--- config.mk ---
export PLATFORM = sky130hd
export DESIGN_NAME = wheel_trial_division_factorizer_core
export DESIGN_NICKNAME = d
export VERILOG_FILES = /design/src/design/wtdf_pkg.sv /design/src/design/wtdf_divider.sv /design/src/design/wtdf_datapath.sv /design/src/design/wtdf_ctrl.sv /design/src/design/wheel_trial_division_factorizer_core.sv
export SDC_FILE = /design/constraint.sdc
export NUM_CORES = 1
export LEC_CHECK = 0
export ABC_AREA = 1
export ABC_CLOCK_PERIOD_IN_PS = 5300
export BUFFER_PORTS_ARGS = -buffer_cell sky130_fd_sc_hd__buf_2
export CORE_UTILIZATION = 25
export CTS_CLUSTER_DIAMETER = 30
export CTS_CLUSTER_SIZE = 25
export DETAILED_ROUTE_END_ITERATION = 10
export PLACE_DENSITY_LB_ADDON = 0.3
export SYNTH_ARGS = -nofsm -noshare
export SYNTH_HDL_FRONTEND = slang
export SYNTH_HIERARCHICAL = 1
export SYNTH_SLANG_ARGS = --single-unit
--- constraint.sdc ---
create_clock -name clk -period 5.3 [get_ports clk]
set_clock_uncertainty 0.2 [all_clocks]
set_input_delay 0.795 -clock clk [delete_from_list [all_inputs] [get_ports clk]]
set_output_delay 0.795 -clock clk [all_outputs]
set_load 0.01 [all_outputs]
--- src/design/wtdf_pkg.sv ---
// shared types, constants and the wheel gap table of the trial-division factoriser
`timescale 1ns / 1ps

package wtdf_pkg;

    // lead-in steps 2->3->5->7->11, then the 48 gaps of the mod-210 wheel
    localparam int WHEEL_LEAD   = 4;
    localparam int WHEEL_LENGTH = 48;
    localparam int WHEEL_SPAN   = WHEEL_LEAD + WHEEL_LENGTH;
    localparam int POS_W        = $clog2(WHEEL_SPAN);
    localparam int GAP_W        = 4;

    // results per number; once the last-but-one slot is used, later factors
    // overwrite the final slot
    localparam int MAX_RESULTS = 32;
    localparam int CNT_W       = $clog2(MAX_RESULTS);

    localparam logic [GAP_W-1:0] GAP_TABLE [0:WHEEL_SPAN-1] = '{
        4'd1, 4'd2, 4'd2, 4'd4,
        4'd2, 4'd4, 4'd2, 4'd4, 4'd6, 4'd2, 4'd6, 4'd4, 4'd2, 4'd4, 4'd6, 4'd6,
        4'd2, 4'd6, 4'd4, 4'd2, 4'd6, 4'd4, 4'd6, 4'd8,
        4'd4, 4'd2, 4'd4, 4'd2, 4'd4, 4'd8, 4'd6, 4'd4, 4'd6, 4'd2, 4'd4, 4'd6,
        4'd2, 4'd6, 4'd6, 4'd4, 4'd2, 4'd4, 4'd6, 4'd2,
        4'd6, 4'd4, 4'd2, 4'd4, 4'd2, 4'd10, 4'd2, 4'd10
    };

    // what goes into the output register
    typedef enum logic [1:0] {
        SRC_PEND = 2'd0,
        SRC_REM  = 2'd1,
        SRC_ZERO = 2'd2
    } out_src_t;

    // controller to datapath
    typedef struct packed {
        logic     load;        // take a new number, restart at divisor 2
        logic     div_start;   // divide the cofactor by the trial divisor
        logic     take_factor; // divisor divides: hold it, cofactor becomes the quotient
        logic     advance;     // step the divisor along the wheel
        logic     push;        // load the output register
        out_src_t src;
        logic     last;
    } wtdf_cmd_t;

    // datapath to controller
    typedef struct packed {
        logic number_zero;  // input word is zero
        logic div_done;     // quotient and remainder ready
        logic rem_zero;     // remainder is zero
        logic d_past_q;     // next divisor exceeds the quotient
        logic n_is_one;     // cofactor is one
        logic n0_one;       // number was one
        logic flush_needed; // a held factor must go out before the next one
        logic can_emit;     // output register free this cycle
    } wtdf_status_t;

endpackage

--- src/design/wtdf_divider.sv ---
// restoring divider, one quotient bit per cycle
`timescale 1ns / 1ps

module wtdf_divider #(
    parameter int VALUE_WIDTH = 32
) (
    input  logic                   clk,
    input  logic                   rst_n,
    input  logic                   start,
    input  logic [VALUE_WIDTH-1:0] dividend,
    input  logic [VALUE_WIDTH-1:0] divisor,
    output logic [VALUE_WIDTH-1:0] quotient,
    output logic [VALUE_WIDTH-1:0] remainder,
    output logic                   done
);

    localparam int W     = VALUE_WIDTH;
    localparam int STEPW = $clog2(W);

    logic [W-1:0]     quo_reg;
    logic [W-1:0]     rem_reg;
    logic [W-1:0]     dvs_reg;
    logic [STEPW-1:0] step_reg;
    logic             busy_reg;
    logic             done_reg;

    logic [W:0]   trial;
    logic         ge;
    logic [W:0]   diff;
    logic [W-1:0] rem_next;

    assign trial    = {rem_reg, quo_reg[W-1]};
    assign ge       = trial >= {1'b0, dvs_reg};
    assign diff     = trial - {1'b0, dvs_reg};
    assign rem_next = ge ? diff[W-1:0] : trial[W-1:0];

    always_ff @(posedge clk or negedge rst_n)
    begin
        if (!rst_n)
        begin
            busy_reg <= 1'b0;
            done_reg <= 1'b0;
        end
        else
        begin
            done_reg <= 1'b0;
            if (start)
            begin
                busy_reg <= 1'b1;
            end
            else if (busy_reg && step_reg == STEPW'(W - 1))
            begin
                busy_reg <= 1'b0;
                done_reg <= 1'b1;
            end
        end
    end

    always_ff @(posedge clk)
    begin
        if (start)
        begin
            quo_reg  <= dividend;
            rem_reg  <= '0;
            dvs_reg  <= divisor;
            step_reg <= '0;
        end
        else if (busy_reg)
        begin
            rem_reg  <= rem_next;
            quo_reg  <= {quo_reg[W-2:0], ge};
            step_reg <= step_reg + STEPW'(1);
        end
    end

    assign quotient  = quo_reg;
    assign remainder = rem_reg;
    assign done      = done_reg;

endmodule

--- src/design/wtdf_datapath.sv ---
// datapath: cofactor, trial divisor, wheel position, held factor and output register
`timescale 1ns / 1ps

module wtdf_datapath #(
    parameter int VALUE_WIDTH = 32
) (
    input  logic                             clk,
    input  logic                             rst_n,
    input  wtdf_pkg::wtdf_cmd_t              cmd,
    output wtdf_pkg::wtdf_status_t           status,
    input  logic [((VALUE_WIDTH+7)/8)*8-1:0] s_tdata,
    output logic                             m_tvalid,
    input  logic                             m_tready,
    output logic [((VALUE_WIDTH+7)/8)*8-1:0] m_tdata,
    output logic                             m_tlast
);

    import wtdf_pkg::*;

    localparam int W      = VALUE_WIDTH;
    localparam int DATA_W = ((VALUE_WIDTH + 7) / 8) * 8;

    logic [W-1:0]     n_reg;
    logic [W-1:0]     d_reg;
    logic [W-1:0]     pend_reg;
    logic [POS_W-1:0] pos_reg;
    logic [CNT_W-1:0] cnt_reg;
    logic             have_pend_reg;
    logic             n0_one_reg;
    logic             m_tvalid_reg;
    logic             m_tlast_reg;
    logic [W-1:0]     m_data_reg;

    logic [W-1:0]     number;
    logic [W-1:0]     div_quo;
    logic [W-1:0]     div_rem;
    logic             div_done;
    logic [W:0]       d_sum;
    logic [POS_W-1:0] pos_step;
    logic [W-1:0]     out_value;
    logic             can_emit;

    assign number = s_tdata[W-1:0];

    wtdf_divider #(
        .VALUE_WIDTH(W)
    ) u_divider (
        .clk      (clk),
        .rst_n    (rst_n),
        .start    (cmd.div_start),
        .dividend (n_reg),
        .divisor  (d_reg),
        .quotient (div_quo),
        .remainder(div_rem),
        .done     (div_done)
    );

    assign d_sum    = {1'b0, d_reg} + (W+1)'(GAP_TABLE[pos_reg]);
    assign pos_step = (pos_reg == POS_W'(WHEEL_SPAN - 1)) ? POS_W'(WHEEL_LEAD)
                                                         : pos_reg + POS_W'(1);
    assign can_emit = !m_tvalid_reg || m_tready;

    always_comb
    begin
        case (cmd.src)
            SRC_PEND: out_value = pend_reg;
            SRC_REM:  out_value = n_reg;
            SRC_ZERO: out_value = '0;
            default:  out_value = '0;
        endcase
    end

    always_ff @(posedge clk)
    begin
        if (cmd.load)
        begin
            n_reg         <= number;
            d_reg         <= W'(2);
            pos_reg       <= '0;
            cnt_reg       <= '0;
            have_pend_reg <= 1'b0;
            n0_one_reg    <= (number == W'(1));
        end
        else
        begin
            if (cmd.take_factor)
            begin
                pend_reg      <= d_reg;
                have_pend_reg <= 1'b1;
                n_reg         <= div_quo;
            end
            if (cmd.advance)
            begin
                d_reg   <= d_sum[W-1:0];
                pos_reg <= pos_step;
            end
            if (cmd.push && !cmd.last)
            begin
                cnt_reg <= cnt_reg + CNT_W'(1);
            end
        end
        if (cmd.push)
        begin
            m_data_reg  <= out_value;
            m_tlast_reg <= cmd.last;
        end
    end

    always_ff @(posedge clk or negedge rst_n)
    begin
        if (!rst_n)
        begin
            m_tvalid_reg <= 1'b0;
        end
        else if (cmd.push)
        begin
            m_tvalid_reg <= 1'b1;
        end
        else if (m_tready)
        begin
            m_tvalid_reg <= 1'b0;
        end
    end

    assign status.number_zero  = (number == '0);
    assign status.div_done     = div_done;
    assign status.rem_zero     = (div_rem == '0);
    assign status.d_past_q     = d_sum > {1'b0, div_quo};
    assign status.n_is_one     = (n_reg == W'(1));
    assign status.n0_one       = n0_one_reg;
    assign status.flush_needed = have_pend_reg && (cnt_reg != CNT_W'(MAX_RESULTS - 1));
    assign status.can_emit     = can_emit;

    assign m_tvalid = m_tvalid_reg;
    assign m_tdata  = DATA_W'(m_data_reg);
    assign m_tlast  = m_tlast_reg;

    // a word is never overwritten before the sink has taken it
    a_push_free: assert property (@(posedge clk) disable iff (!rst_n)
        cmd.push |-> can_emit)
        else $error("output register loaded while still full");

    // a factor is only taken on an exact division
    a_take_exact: assert property (@(posedge clk) disable iff (!rst_n)
        cmd.take_factor |-> (div_rem == '0) && !cmd.advance)
        else $error("factor taken on a non-zero remainder");

    // the held factor exists whenever the final word comes from it
    a_pend_held: assert property (@(posedge clk) disable iff (!rst_n)
        (cmd.push && cmd.src == SRC_PEND) |-> have_pend_reg)
        else $error("held factor sent while none is held");

endmodule

--- src/design/wtdf_ctrl.sv ---
// controller state machine of the trial-division factoriser
`timescale 1ns / 1ps

module wtdf_ctrl (
    input  logic                   clk,
    input  logic                   rst_n,
    input  logic                   s_tvalid,
    output logic                   s_tready,
    input  wtdf_pkg::wtdf_status_t status,
    output wtdf_pkg::wtdf_cmd_t    cmd
);

    import wtdf_pkg::*;

    typedef enum logic [6:0] {
        ST_IDLE      = 7'b0000001,
        ST_ZERO      = 7'b0000010,
        ST_DIV_START = 7'b0000100,
        ST_DIV_WAIT  = 7'b0001000,
        ST_CHECK     = 7'b0010000,
        ST_FIN       = 7'b0100000,
        ST_LAST_REM  = 7'b1000000
    } state_t;

    state_t state_reg;
    state_t state_next;
    logic   emit_rem;

    // the cofactor is a prime of its own unless it dropped to one; an input of one is sent as it is
    assign emit_rem = !status.n_is_one || status.n0_one;
    assign s_tready = (state_reg == ST_IDLE);

    always_comb
    begin
        state_next = state_reg;
        cmd        = '0;
        cmd.src    = SRC_PEND;
        case (state_reg)
            ST_IDLE:
            begin
                if (s_tvalid)
                begin
                    cmd.load   = 1'b1;
                    state_next = status.number_zero ? ST_ZERO : ST_DIV_START;
                end
            end
            ST_ZERO:
            begin
                if (status.can_emit)
                begin
                    cmd.push   = 1'b1;
                    cmd.src    = SRC_ZERO;
                    cmd.last   = 1'b1;
                    state_next = ST_IDLE;
                end
            end
            ST_DIV_START:
            begin
                cmd.div_start = 1'b1;
                state_next    = ST_DIV_WAIT;
            end
            ST_DIV_WAIT:
            begin
                if (status.div_done)
                begin
                    state_next = ST_CHECK;
                end
            end
            ST_CHECK:
            begin
                if (status.rem_zero)
                begin
                    if (!status.flush_needed || status.can_emit)
                    begin
                        cmd.push        = status.flush_needed;
                        cmd.take_factor = 1'b1;
                        state_next      = ST_DIV_START;
                    end
                end
                else
                begin
                    cmd.advance = 1'b1;
                    state_next  = status.d_past_q ? ST_FIN : ST_DIV_START;
                end
            end
            ST_FIN:
            begin
                if (emit_rem)
                begin
                    if (!status.flush_needed)
                    begin
                        state_next = ST_LAST_REM;
                    end
                    else if (status.can_emit)
                    begin
                        cmd.push   = 1'b1;
                        state_next = ST_LAST_REM;
                    end
                end
                else if (status.can_emit)
                begin
                    cmd.push   = 1'b1;
                    cmd.last   = 1'b1;
                    state_next = ST_IDLE;
                end
            end
            ST_LAST_REM:
            begin
                if (status.can_emit)
                begin
                    cmd.push   = 1'b1;
                    cmd.src    = SRC_REM;
                    cmd.last   = 1'b1;
                    state_next = ST_IDLE;
                end
            end
            default:
            begin
                state_next = ST_IDLE;
            end
        endcase
    end

    always_ff @(posedge clk or negedge rst_n)
    begin
        if (!rst_n)
        begin
            state_reg <= ST_IDLE;
        end
        else
        begin
            state_reg <= state_next;
        end
    end

    // at most one command class per cycle
    a_one_action: assert property (@(posedge clk) disable iff (!rst_n)
        $onehot0({cmd.load, cmd.div_start, cmd.take_factor, cmd.advance}))
        else $error("conflicting datapath commands");

    // a division result is first looked at in the cycle after it completes
    a_check_after_done: assert property (@(posedge clk) disable iff (!rst_n)
        $rose(state_reg == ST_CHECK) |-> $past(status.div_done))
        else $error("division result used before it was ready");

    // every new number starts a division or the zero answer next
    a_load_next: assert property (@(posedge clk) disable iff (!rst_n)
        cmd.load |=> (state_reg == ST_DIV_START) || (state_reg == ST_ZERO))
        else $error("load not followed by a division or the zero answer");

endmodule

--- src/design/wheel_trial_division_factorizer_core.sv ---
// top level of the wheel trial-division prime factoriser
`timescale 1ns / 1ps

// Factorises one unsigned number per input word and returns its prime
// factors in ascending order, one per output word, with m_tlast on the final
// one. Trial divisors run 2, 3, 5, 7, 11 and then step along the mod-210 wheel;
// once the next divisor passes the quotient, the cofactor left over (if above
// one) is sent as the largest prime. An input of 1 returns 1, an input of 0
// returns 0. Each trial divisor costs one pass of the shared bit-serial
// divider: start, the VALUE_WIDTH quotient bits, the done flag and the check.
// Every factor found costs one more such pass. So a number takes roughly
// (number of wheel divisors up to sqrt of the largest cofactor + number of
// factors) divider passes. One number is worked at a time; s_tready rises
// again as soon as the last word is loaded into the output register, so the
// next number can start while that word waits on m_tready. A word stalled on
// m_tready also stalls the search. There is no reset-time sweep; the block is
// ready as soon as reset is released.

module wheel_trial_division_factorizer_core #(
    parameter int VALUE_WIDTH = 32
) (
    input  logic                             clk,
    input  logic                             rst_n,
    // input words
    input  logic                             s_tvalid,
    output logic                             s_tready,
    input  logic [((VALUE_WIDTH+7)/8)*8-1:0] s_tdata,   // number
    // result words
    output logic                             m_tvalid,
    input  logic                             m_tready,
    output logic [((VALUE_WIDTH+7)/8)*8-1:0] m_tdata,   // prime_factor
    output logic                             m_tlast    // last factor of the number
);

    import wtdf_pkg::*;

    wtdf_cmd_t    cmd;
    wtdf_status_t status;

    // sequencing: one-hot state machine
    wtdf_ctrl u_ctrl (
        .clk     (clk),
        .rst_n   (rst_n),
        .s_tvalid(s_tvalid),
        .s_tready(s_tready),
        .status  (status),
        .cmd     (cmd)
    );

    // registers, wheel table, divider and output register
    wtdf_datapath #(
        .VALUE_WIDTH(VALUE_WIDTH)
    ) u_datapath (
        .clk     (clk),
        .rst_n   (rst_n),
        .cmd     (cmd),
        .status  (status),
        .s_tdata (s_tdata),
        .m_tvalid(m_tvalid),
        .m_tready(m_tready),
        .m_tdata (m_tdata),
        .m_tlast (m_tlast)
    );

    // an accepted number always starts from a fresh search
    a_accept_loads: assert property (@(posedge clk) disable iff (!rst_n)
        (s_tvalid && s_tready) |-> cmd.load)
        else $error("input word accepted without a load");

    // the final word of a number clears the way for the next input
    a_last_frees: assert property (@(posedge clk) disable iff (!rst_n)
        (cmd.push && cmd.last) |=> s_tready)
        else $error("not ready for input after the final factor");

    // outside idle no input word is taken
    a_busy_blocks: assert property (@(posedge clk) disable iff (!rst_n)
        (cmd.div_start || cmd.advance || cmd.take_factor) |-> !s_tready)
        else $error("input ready during a search");

endmodule
==> tab_implementation.tex <==
\begin{tabular}{lr}
\hline
Metric & Value \\
\hline
\multicolumn{2}{l}{\textbf{CTS}} \\
TritonCTS clock tree & done \\
H-tree lvl count & 3 \\
Maximum buffer depth of the clock tree & 3 \\
TritonCTS sink count & 253 \\
Number of buffers added by the clock tree synthesis step & 72 \\
Clock root buffer master & sky130\_fd\_sc\_hd\_\_clkbuf\_16 \\
Clk Latency, worst-skew pair & 0.58 ns \\
Clock-pin slew on the worst setup and hold paths & 0.04 ns \\
Setup Buffers After CTS & 0 \\
\multicolumn{2}{l}{\textbf{Critical path}} \\
Critical Path Most Common Cell & sky130\_fd\_sc\_hd\_\_nand2\_1 \\
Maximum single-stage delay on the critical path & 0.43 ns \\
Startpoint type of the worst setup path & register \\
Arr. time, crit path & 5.02 ns \\
Setup Crit Path Kind & reg -> reg \\
Worst endpoint required time & 5.56 ns \\
Crit path max-delay family & simple AND/OR/NAND/NOR gates \\
Critical path endpoint category & register \\
Biggest fanout along the worst timing path & 6 \\
Buffers plus inverters on the worst setup path & 5 \\
Cell count of the worst reg-to-reg path & 30 \\
Instance count on the critical path & 30 \\
Crit-path slowest cell & sky130\_fd\_sc\_hd\_\_fa\_1 \\
\multicolumn{2}{l}{\textbf{Final layout}} \\
Number of filler cells placed in the layout & 6400 \\
Share of layout cells above drive strength 1 & 0.119 \\
Nets & 2272 \\
Multi-input logic area & 7060 um\^{}2 \\
Sequential cell area & 6740 um\^{}2 \\
Share of the core filled with cells & 0.314 \\
Area added between synthesis and finish & 23.3\% \\
Antenna diode instance count & 0 \\
\multicolumn{2}{l}{\textbf{Timing}} \\
Setup total negative slack & 0 ns \\
Number of failing hold endpoints at the final stage & 0 \\
Worst slew pin tran & 1.12 ns \\
\# setup viols final & 0 \\
Relative max-transition margin & 0.248 \\
Max Clk Rate & 0.210 GHz \\
Final critical-path share of the clock period & 0.899 \\
Final number of max-transition violations & 0 \\
Setup repair after global routing missed its margin & false \\
Final critical-path required period & 4.76 ns \\
\multicolumn{2}{l}{\textbf{Synth}} \\
Number of library cell types mapped by synthesis & 57 \\
Area of the mapped netlist & 15500 um\^{}2 \\
Async S/R FF share, synth & 0.0395 \\
Count of synthesis-stage warnings from yosys & 6 \\
Share of the synthesized area in the top cell type & 0.314 \\
Number of synthesized flops with an enable pin & 162 \\
Top cell type by total area after synthesis & sky130\_fd\_sc\_hd\_\_edfxtp\_1 \\
Ys flop type & sky130\_fd\_sc\_hd\_\_edfxtp\_1 \\
Synthesized instance count & 2050 \\
Most instantiated library cell after synthesis & sky130\_fd\_sc\_hd\_\_nand2\_1 \\
Synth top cells by count & sky130\_fd\_sc\_hd\_\_nand2\_1, sky130\_fd\_sc\_hd\_\_inv\_1, sky130\_fd\_sc\_hd\_\_edfxtp\_1 \\
Main area contributors after synthesis & sky130\_fd\_sc\_hd\_\_edfxtp\_1, sky130\_fd\_sc\_hd\_\_nand2\_1, sky130\_fd\_sc\_hd\_\_dfxtp\_1 \\
Syn\_area\_per\_cell & 7.55 um\^{}2 \\
Synth Net Count & 2169 \\
Number of flip-flops and latches in the synthesized netlist & 253 \\
Share of synthesized area occupied by flip-flops and latches & 0.436 \\
\multicolumn{2}{l}{\textbf{Placement}} \\
I/O Buffers & 70 \\
Half-perimeter wire length after placement & 36.9 mm \\
Final GP Congestion & 0.947 \\
\multicolumn{2}{l}{\textbf{GRT}} \\
Via count of the first global-routing pass & 13448 \\
Overflow left after global routing & 0 \\
Maximum number of pins on one net before global-route repair & 89 \\
First-pass GRT wire length & 76.3 mm \\
Antenna violations before repair & 1 \\
GR Util All Layers & 0.158 \\
\multicolumn{2}{l}{\textbf{Routing}} \\
DRT Wirelength & 49.2 mm \\
1st-pass router iterations & 7 \\
Routed wire length per instance & 16.4 um \\
WL met3 & 2.67 mm \\
DRC marker count from the first detailed-route iteration & 1120 \\
DRC errors left & 0 \\
Vias per Instance & 4.55 \\
Met2 Wirelength & 22.3 mm \\
Max Used Layer & met4 \\
Post-DRT Antenna Nets & 0 \\
Count of vias placed by the detailed router & 13614 \\
Routed length on met1 & 23.0 mm \\
\multicolumn{2}{l}{\textbf{Die}} \\
Top Ports & 71 \\
Die span in x & 251 um \\
Total core area & 60700 um\^{}2 \\
Initial standard-cell utilization of the core & 0.255 \\
Standard-cell rows & 90 \\
Total die area & 62900 um\^{}2 \\
Vert. Die Dim & 251 um \\
\multicolumn{2}{l}{\textbf{Hold path}} \\
Hold depth & 2 \\
Worst Hold Class & reg -> reg \\
\multicolumn{2}{l}{\textbf{Pwr}} \\
Total power per unit cell area & 668 nW/um\^{}2 \\
Largest vdd supply drop & 0.218 mV \\
Reported leakage power & 9.16 nW \\
\multicolumn{2}{l}{\textbf{Job}} \\
Max\_cap viols & 0 \\
\multicolumn{2}{l}{\textbf{Outcome}} \\
Result of the run & complete, no violations \\
\hline
\end{tabular}
==> cells by family (layout without fill, tap and decap cells) <==
group,after synthesis,after routing,synth area share
buffers and inverters,440,600,0.111
AO/OA/AOI/OAI,219,219,0.0793
flip-flops,253,253,0.436
adder cells (fa/ha/maj),83,83,0.0681
XOR/XNOR,34,34,0.0197
AND/OR/NAND/NOR,1021,1021,0.286
==> tightest hold or removal path: stages (launching register included) <==
cell                      delay (ns)
sky130_fd_sc_hd__dfxtp_1        0.29
sky130_fd_sc_hd__inv_1          0.06
sky130_fd_sc_hd__a21oi_1        0.05
==> per-stage QoR <==
| step | instance area, um^2 | setup WS (ns) | power [W] | instances | hold WS [ns] |
|---|---|---|---|---|---|
| 2_1_floorplan | 15500 | 1.00 | 0.00700 | 2050 | 0.232 |
| 3_3_place_gp | 16700 | 0.492 | 0.00848 | 2860 | 0.246 |
| 3_5_place_dp | 16700 | 0.406 | 0.00854 | 2860 | 0.248 |
| 4_1_cts | 19100 | 0.371 | 0.0128 | 2992 | 0.256 |
| 5_1_grt | 19100 | 0.0345 | 0.0137 | 2992 | 0.289 |
| 6_report | 19100 | 0.536 | 0.0127 | 2992 | 0.251 |
==> cells in the final DEF, fill, tap and decap left out, drive strengths merged, types with 3 or more instances in the layout <==
cell,n
inv,382
o21bai,4
nand3,145
ha,81
dfxtp,81
nor4,19
and2,4
a21oi,67
o22ai,17
nand4,27
a31oi,3
xor2,21
nor2,164
xnor2,13
bufinv,7
nand3b,17
clkbuf,96
dfrtp,9
edfxtp,162
clkinvlp,5
o21ai,109
nor3,17
buf,82
clkinv,27
a21o,4
nand2,624
==> what timing repair did <==
item | CTS | global route
hold buffers | 1 | 0
hold endpoints to repair | 9 | 0
resized for setup | 0 | 3
endpoints found under the setup margin | 0 | 2
==> path summary, 6_finish.rpt <==
path                                                  startpoint                                    end  slack [ns]
min                        u_datapath/have_pend_reg$_SDFFE_PP0P_  u_datapath/have_pend_reg$_SDFFE_PP0P_        0.25
min in group asynchronous                                  rst_n        u_ctrl/state_reg[2]$_DFFE_PN0P_        0.46
max reg2reg                   u_datapath/pos_reg[1]$_SDFFE_PP0P_        u_ctrl/state_reg[2]$_DFFE_PN0P_        0.54
min reg2reg                u_datapath/have_pend_reg$_SDFFE_PP0P_  u_datapath/have_pend_reg$_SDFFE_PP0P_        0.25
max in group asynchronous                                  rst_n        u_ctrl/state_reg[0]$_DFFE_PN1P_        4.16
max                           u_datapath/pos_reg[1]$_SDFFE_PP0P_        u_ctrl/state_reg[2]$_DFFE_PN0P_        0.54
==> routing by layer <==
metal	global-route usage	vias to the layer above
met4	0.0561	0
met3	0.0311	72
li1	-	6803
met1	0.210	6368
met5	0	-
met2	0.255	371
==> where the power goes <==
group / internal (W) / total (W) / switching, W
Clock: 0.00298 / 0.00421 / 0.00123
Sequential: 0.00291 / 0.00355 / 0.000641
Combinational: 0.00165 / 0.00498 / 0.00332
==> cell type report <==
type,count,area share
Tap cell,782,0.0513
Inverter,386,0.0760
Sequential cell,253,0.353
Clock inverter,35,0.0201
Timing Repair Buffer,83,0.0236
Multi-Input combinational cell,1357,0.370
Clock buffer,96,0.106
Note: power is estimated with default switching activity, not from simulation.
